**src/rtl/timed_interval_active_entry_lookup_macros.svh**
```systemverilog
// assertion macros for the timed interval active entry lookup
// expects i_clk and i_rst_n in the including module
`ifndef TIMED_INTERVAL_ACTIVE_ENTRY_LOOKUP_MACROS_SVH
`define TIMED_INTERVAL_ACTIVE_ENTRY_LOOKUP_MACROS_SVH

`ifndef SYNTH
`define TIAEL_CHECK(lbl, prop, msg) \
    lbl: assert property (@(posedge i_clk) disable iff (!i_rst_n) prop) else $error(msg);
`define TIAEL_CHECK_NEXT(lbl, cond, expr, msg) \
    lbl: assert property (@(posedge i_clk) disable iff (!i_rst_n) cond |=> expr) \
        else $error(msg);
`else
`define TIAEL_CHECK(lbl, prop, msg)
`define TIAEL_CHECK_NEXT(lbl, cond, expr, msg)
`endif

`endif

```
**src/rtl/tiael_pkg.sv**
```systemverilog
// shared constants and types of the timed interval active entry lookup
// no dependencies
package tiael_pkg;

    localparam int MAX_ENTRIES_DEF = 256;
    localparam int TIME_BITS_DEF   = 24;

    localparam int FIELD_TIME_W  = 24;
    localparam int FIELD_INDEX_W = 8;
    localparam int LEAD_W        = 16;
    localparam int LINE_COUNT_W  = 9;
    localparam int CFG_ADDR_W    = 1;
    localparam int CFG_DATA_W    = 16;
    localparam int IN_DATA_W     = 80;

    localparam logic FUNC_QUERY = 1'b0;
    localparam logic FUNC_WRITE = 1'b1;

    localparam logic [CFG_ADDR_W-1:0] REG_LINE_COUNT = 1'd0;
    localparam logic [CFG_ADDR_W-1:0] REG_LEAD_IN    = 1'd1;

    localparam logic [LEAD_W-1:0] LEAD_IN_RST = 16'd800;

    typedef struct packed {
        logic                     done;
        logic                     hit;
        logic [FIELD_INDEX_W-1:0] index;
    } t_srch_sts;

endpackage

```
**src/rtl/tiael_search.sv**
```systemverilog
// binary search sequencer with one shared time comparator
// depends on tiael_pkg; drives the read port of tiael_ram
module tiael_search import tiael_pkg::*; #(
    parameter int MAX_ENTRIES = MAX_ENTRIES_DEF,
    parameter int TIME_BITS   = TIME_BITS_DEF,
    localparam int IDX_W      = $clog2(MAX_ENTRIES),
    localparam int CNT_W      = $clog2(MAX_ENTRIES + 1)
) (
    input  logic                   i_clk,
    input  logic                   i_rst_n,
    input  logic                   i_start,
    input  logic [TIME_BITS-1:0]   i_time,
    input  logic [LEAD_W-1:0]      i_lead,
    input  logic [CNT_W-1:0]       i_count,
    input  logic                   i_ack,
    output logic                   o_busy,
    output logic [IDX_W-1:0]       o_raddr,
    input  logic [2*TIME_BITS-1:0] i_rdata,
    output t_srch_sts              o_sts
);
    localparam int LW = TIME_BITS + 1;

    typedef enum logic [4:0] {
        S_IDLE = 5'b00001,
        S_SRCH = 5'b00010,
        S_END  = 5'b00100,
        S_NEXT = 5'b01000,
        S_DONE = 5'b10000
    } t_state;

    t_state                   r_state;
    logic [TIME_BITS-1:0]     r_time;
    logic [LW-1:0]            r_tlead;
    logic [CNT_W-1:0]         r_count;
    logic [CNT_W-1:0]         r_lo;
    logic [CNT_W-1:0]         r_hx;
    logic [IDX_W-1:0]         r_mid;
    logic                     r_hit;
    logic [FIELD_INDEX_W-1:0] r_idx;

    logic [TIME_BITS-1:0] w_rd_start;
    logic [TIME_BITS-1:0] w_rd_end;
    logic [LW-1:0]        w_cmp_a;
    logic [LW-1:0]        w_cmp_b;
    logic                 w_le;
    logic [CNT_W-1:0]     n_lo;
    logic [CNT_W-1:0]     n_hx;
    logic [IDX_W-1:0]     n_mid;
    logic                 w_more;
    logic [IDX_W-1:0]     w_first_mid;

    assign w_rd_start = i_rdata[TIME_BITS-1:0];
    assign w_rd_end   = i_rdata[2*TIME_BITS-1:TIME_BITS];

    // shared comparator: a <= b
    assign w_cmp_a = {1'b0, (r_state == S_END) ? w_rd_end : w_rd_start};
    assign w_cmp_b = (r_state == S_NEXT) ? r_tlead : {1'b0, r_time};
    assign w_le    = w_cmp_a <= w_cmp_b;

    // half-open range [lo, hx)
    assign n_lo   = w_le ? CNT_W'(r_mid) + CNT_W'(1) : r_lo;
    assign n_hx   = w_le ? r_hx : CNT_W'(r_mid);
    assign w_more = n_lo < n_hx;
    assign n_mid  = IDX_W'(n_lo + ((n_hx - n_lo - CNT_W'(1)) >> 1));
    assign w_first_mid = IDX_W'((i_count - CNT_W'(1)) >> 1);

    always_comb begin
        o_raddr = '0;
        case (r_state)
            S_IDLE: o_raddr = w_first_mid;
            S_SRCH: begin
                if (w_more) begin
                    o_raddr = n_mid;
                end else if (n_lo == '0) begin
                    o_raddr = '0;
                end else begin
                    o_raddr = IDX_W'(n_lo - CNT_W'(1));
                end
            end
            S_END:   o_raddr = IDX_W'(r_lo);
            default: o_raddr = '0;
        endcase
    end

    always_ff @(posedge i_clk) begin
        if (!i_rst_n) begin
            r_state <= S_IDLE;
        end else begin
            case (r_state)
                S_IDLE: begin
                    if (i_start) begin
                        r_state <= (i_count == '0) ? S_DONE : S_SRCH;
                    end
                end
                S_SRCH: begin
                    if (!w_more) begin
                        r_state <= (n_lo == '0) ? S_NEXT : S_END;
                    end
                end
                S_END: begin
                    if (w_le && (r_lo < r_count)) begin
                        r_state <= S_NEXT;
                    end else begin
                        r_state <= S_DONE;
                    end
                end
                S_NEXT: r_state <= S_DONE;
                S_DONE: begin
                    if (i_ack) begin
                        r_state <= S_IDLE;
                    end
                end
                default: r_state <= S_IDLE;
            endcase
        end
    end

    always_ff @(posedge i_clk) begin
        case (r_state)
            S_IDLE: begin
                r_time  <= i_time;
                r_tlead <= {1'b0, i_time} + LW'(i_lead);
                r_count <= i_count;
                r_lo    <= '0;
                r_hx    <= i_count;
                r_mid   <= w_first_mid;
                r_hit   <= 1'b0;
                r_idx   <= '0;
            end
            S_SRCH: begin
                r_lo  <= n_lo;
                r_hx  <= n_hx;
                r_mid <= n_mid;
            end
            S_END: begin
                // entry still running, or nothing after it: hold it
                r_hit <= 1'b1;
                r_idx <= FIELD_INDEX_W'(r_lo - CNT_W'(1));
            end
            S_NEXT: begin
                if (w_le) begin
                    r_hit <= 1'b1;
                    r_idx <= FIELD_INDEX_W'(r_lo);
                end else if (r_lo == '0) begin
                    r_hit <= 1'b0;
                    r_idx <= '0;
                end else begin
                    r_hit <= 1'b1;
                    r_idx <= FIELD_INDEX_W'(r_lo - CNT_W'(1));
                end
            end
            default: begin
                r_hit <= r_hit;
            end
        endcase
    end

    assign o_busy      = (r_state != S_IDLE);
    assign o_sts.done  = (r_state == S_DONE);
    assign o_sts.hit   = r_hit;
    assign o_sts.index = r_idx;
endmodule

```
**config.mk**
```make
export PLATFORM = sky130hd
export DESIGN_NAME = tiael_search
export DESIGN_NICKNAME = d
export VERILOG_FILES = /design/src/rtl/timed_interval_active_entry_lookup_macros.svh /design/src/rtl/tiael_pkg.sv /design/src/rtl/tiael_search.sv
export SDC_FILE = /design/constraint.sdc
export NUM_CORES = 1
export LEC_CHECK = 0
export BUFFER_PORTS_ARGS = -buffer_cell sky130_fd_sc_hd__buf_4
export CORE_ASPECT_RATIO = 1.25
export CORE_MARGIN = 5
export CORE_UTILIZATION = 53
export CTS_CLUSTER_DIAMETER = 30
export DETAILED_ROUTE_END_ITERATION = 10
export PLACE_DENSITY_LB_ADDON = 0.15
export SETUP_SLACK_MARGIN = 0.2
export SKIP_LAST_GASP = 1
export SLEW_MARGIN = 20
export SYNTH_ARGS = -nofsm -noshare
export SYNTH_HDL_FRONTEND = slang
export SYNTH_SLANG_ARGS = --single-unit
```
**constraint.sdc**
```tcl
create_clock -name i_clk -period 7.7 [get_ports i_clk]
set_clock_uncertainty 0.05 [all_clocks]
set_input_delay 0.77 -clock i_clk [delete_from_list [all_inputs] [get_ports i_clk]]
set_output_delay 0.77 -clock i_clk [all_outputs]
set_load 0.01 [all_outputs]
```
==> results.toml <==
[outcome]
status = "finished, final reports clean"

[synthesis]
ys_async_sr_fraction_pct = 0
synth_edf_count = 93
synth-seq-cells = 98
ys_types = 76
synth.top_cell.area_share_pct = 36.3
netlist_instances = 845
yosysTopAreaCell = "edfxtp_1"
ys_warn_count = 0
synthFlopType = "edfxtp_1"
yosysSeqAreaShare_pct = 37.6
syn_avg_cell_area_um2 = 9.10
synth_nets = 1018
syn_area_um2 = 7690
synth_area_leaders = "edfxtp_1 (36%), ha_1 (12%), nand2_1 (7.3%), mux2i_1 (4.6%), xnor2_1 (4.1%)"

[sta]
setup_violations = 0
period_needed_ns = 7.24
rsz0062_at_grt = "no"
period_share_pct = 94.0
setup_tns_ns = 0
slew_headroom_pct = 45.7
tightest_slew_ns = 0.814
final_hold_viol_count = 0
maxSlewViolCount = 0
max_freq_mhz = 138

[route]
drc = 0
wl_per_cell_um = 18.0
num_vias = 6752
detail-route-antenna-nets = 0
firstDrtPassIters = 5
via_per_inst = 5.87
wirelength_um = 20700
drtIter0Drc = 536

[pwr]
powerDensity_nw_per_um2 = 406
peakVddDrop_mv = 0.551
power_leakage_nw = 4.02

[hold_path]
min_path_type = "primary input to flip-flop"

[clock_tree]
cts_tree = "done"
cts.sinks = 98
clockBufferDepth = 2
cts_buffers = 9
clk_pin_slew_worst_paths_ns = 0.07
cts_hold_buf = 0
clk_latency_ns = 0.36
htreeDepth = 3
cts-root-buf = "clkbuf_16"

[layout]
antenna_cells = 0
fin_nets = 1141
final_area_um2 = 9320
area_growth_pct = 21.2
drive_above_1_share_pct = 20.7
nFillCells = 1191

[job]
maxCapViolCount = 0

[critical_path]
critPathCaptureType = "output pin"
startpoint_type = "flip-flop"
path_max_fanout = 12
worstPathArrival_ns = 6.42
crit_type = "flip-flop to output pin"
required_ns = 6.88

[placed_design]
place_area_um2 = 8780
port_buffers = 119
hpwl_um = 15600
finalWeightedCongestion = 0.908

[grt]
grt_pass1_wl_um = 31700
grt_pass1_vias = 6540
track_usage_pct = 23.3
grt_overflow = 0
grt_max_degree = 64
antenna_found_initial = 0

[floorplanning]
die_w_um = 118
io_pins = 120
rows = 49
start_util_pct = 53.6
die_y_um = 145
core-area_um2 = 14300
die_area_um2 = 17000
==> flip-flops by register name, indices dropped and copies added (netlist names) <==
register and count:
r_lo 9, r_idx 8, r_count 9, r_mid 8, r_hx 9, r_tlead 25
r_time 24, r_state 5, r_hit 1
==> cell type report <==
| type | instances | area (um^2) | share of cell area, % |
|---|---|---|---|
| Clock buffer | 11 | 243 | 2.60 |
| Multi-Input combinational cell | 664 | 4580 | 49.1 |
| Inverter | 48 | 180 | 1.93 |
| Timing Repair Buffer | 147 | 1170 | 12.5 |
| Clock inverter | 5 | 36.3 | 0.389 |
| Tap cell | 178 | 223 | 2.39 |
| Sequential cell | 98 | 2890 | 31.0 |
==> through the flow <==
stage                     power [mW]  utilization, %  setup WS (ns)  hold WS [ns]  std cells
after global routing            4.05            65.0          0.129         0.537       1151
after CTS                       3.64            63.3          0.216         0.540       1138
after floorplan                 2.59               -          0.271         0.544        845
after global placement          3.19            61.2          0.483         0.623       1122
after detailed placement        3.19            61.2          0.393         0.650       1122
final                           3.79            65.0          0.459         0.554       1151
==> cell usage in the layout (no fill, tap or decap), types with 5 or more instances in the layout <==
master     synthesis  routed
a211oi_1           5       5
xnor2_1           36      36
nand4_1           11      11
nor2b_1            8       8
inv_1             48      47
nor3_1            17      15
edfxtp_1          93      93
o31ai_1            5       5
nand2_1          149     148
xor2_1            13      13
or3_1              6       6
o21ai_0           53      52
and2_1             5       5
a21oi_1           48      47
clkbuf_16          0      11
buf_4              3     141
nor3b_1            6       6
mux2i_1           35      31
dfxtp_1            5       5
o21ai_1            6       6
nor2_1            59      58
nand3_1           17      17
a21o_1            10      10
nor4_1             8       7
o221ai_1           7       7
and3_1             8       7
nand3b_1           5       5
ha_1              71      69
==> critical path: stages, from the launching register on <==
cell and delay (ns):
dfxtp_1 0.34, or3_1 0.42, nor3b_4 0.29, buf_6 0.18, buf_4 0.14, clkbuf_16 0.18, mux2i_1 0.22, ha_1 0.28
and4_1 0.19, a2111oi_4 0.35, buf_4 0.20, o211ai_4 0.11, nand2_4 0.15, buf_8 0.17, mux2i_4 0.25, inv_1 0.07
ha_2 0.19, a2111o_1 0.43, and2_2 0.20, xor2_1 0.14, ha_1 0.36, nand4_1 0.09, o221ai_1 0.16, o31ai_1 0.30
a21bo_2 0.27, o21ai_0 0.22, buf_4 0.17
==> power breakdown <==
group          internal [mW]  leakage (nW)  switching (mW)  total [mW]
Combinational           1.03          2.91            1.39        2.42
Sequential             0.799         0.979           0.133       0.932
Clock                  0.230         0.130           0.205       0.434
==> final timing paths <==
path                            startpoint         end  slack (ns)  cells after the start
worst min-delay path             i_time[3]   r_time[3]        0.55                      1
worst max register to register  r_state[4]    r_mid[7]        1.50                     26
worst max-delay path            r_state[4]  o_raddr[5]        0.46                     26
worst min register to register     r_hx[8]     r_hx[8]        0.67                      2
==> synth_stat cells (3+ instances only) <==
master / count
o311ai_0: 3
inv_1: 48
a31oi_1: 4
nand4_1: 11
o21ai_1: 6
or3_1: 6
buf_2: 3
clkbuf_1: 22
xnor2_1: 36
a211oi_1: 5
mux2i_1: 35
a21oi_1: 48
buf_1: 6
nand2_1: 149
o31ai_1: 5
nand2b_1: 4
a21boi_0: 4
or2_2: 4
edfxtp_1: 93
nor2b_1: 8
and3_1: 8
o21a_1: 3
dfxtp_1: 5
nor2_1: 59
o221ai_1: 7
nor4_1: 8
a21o_1: 10
ha_1: 71
nand3b_1: 5
buf_4: 3
a222oi_1: 3
o21ai_0: 53
a211o_1: 3
and2_1: 5
nor3b_1: 6
nor3_1: 17
a2111oi_0: 4
nand3_1: 17
xor2_1: 13
==> cell families (layout without fill, tap and decap cells) <==
kind of cell	Yosys count	after routing	share of synthesized area [%]
AOI/OAI and AO/OA	186	186	16.4
xor gates and xnor gates	49	49	5.58
adders and majority gates	72	72	11.8
buffers and inverters	83	211	4.34
DFF	98	98	37.6
muxes	37	37	4.85
and+or+nand+nor	320	320	19.4
==> routing by layer <==
metal  vias up  GRT usage, %  wire, um
met2       255          41.9     10500
met1      3120          26.5      8150
met5         -             0         0
met3        46          4.70      1240
li1       3331             -         -
met4         0          11.9       817
==> repair_timing <==
action                                  4_1_cts  5_1_grt
pin swaps                                     0       11
endpoints found under the setup margin        3        8
gates cloned                                  0        2
resized for setup                             2       27
endpoints found under the hold margin         0        0
setup buffers                                 0       11
No activity file was read; power rests on OpenSTA's default activity.
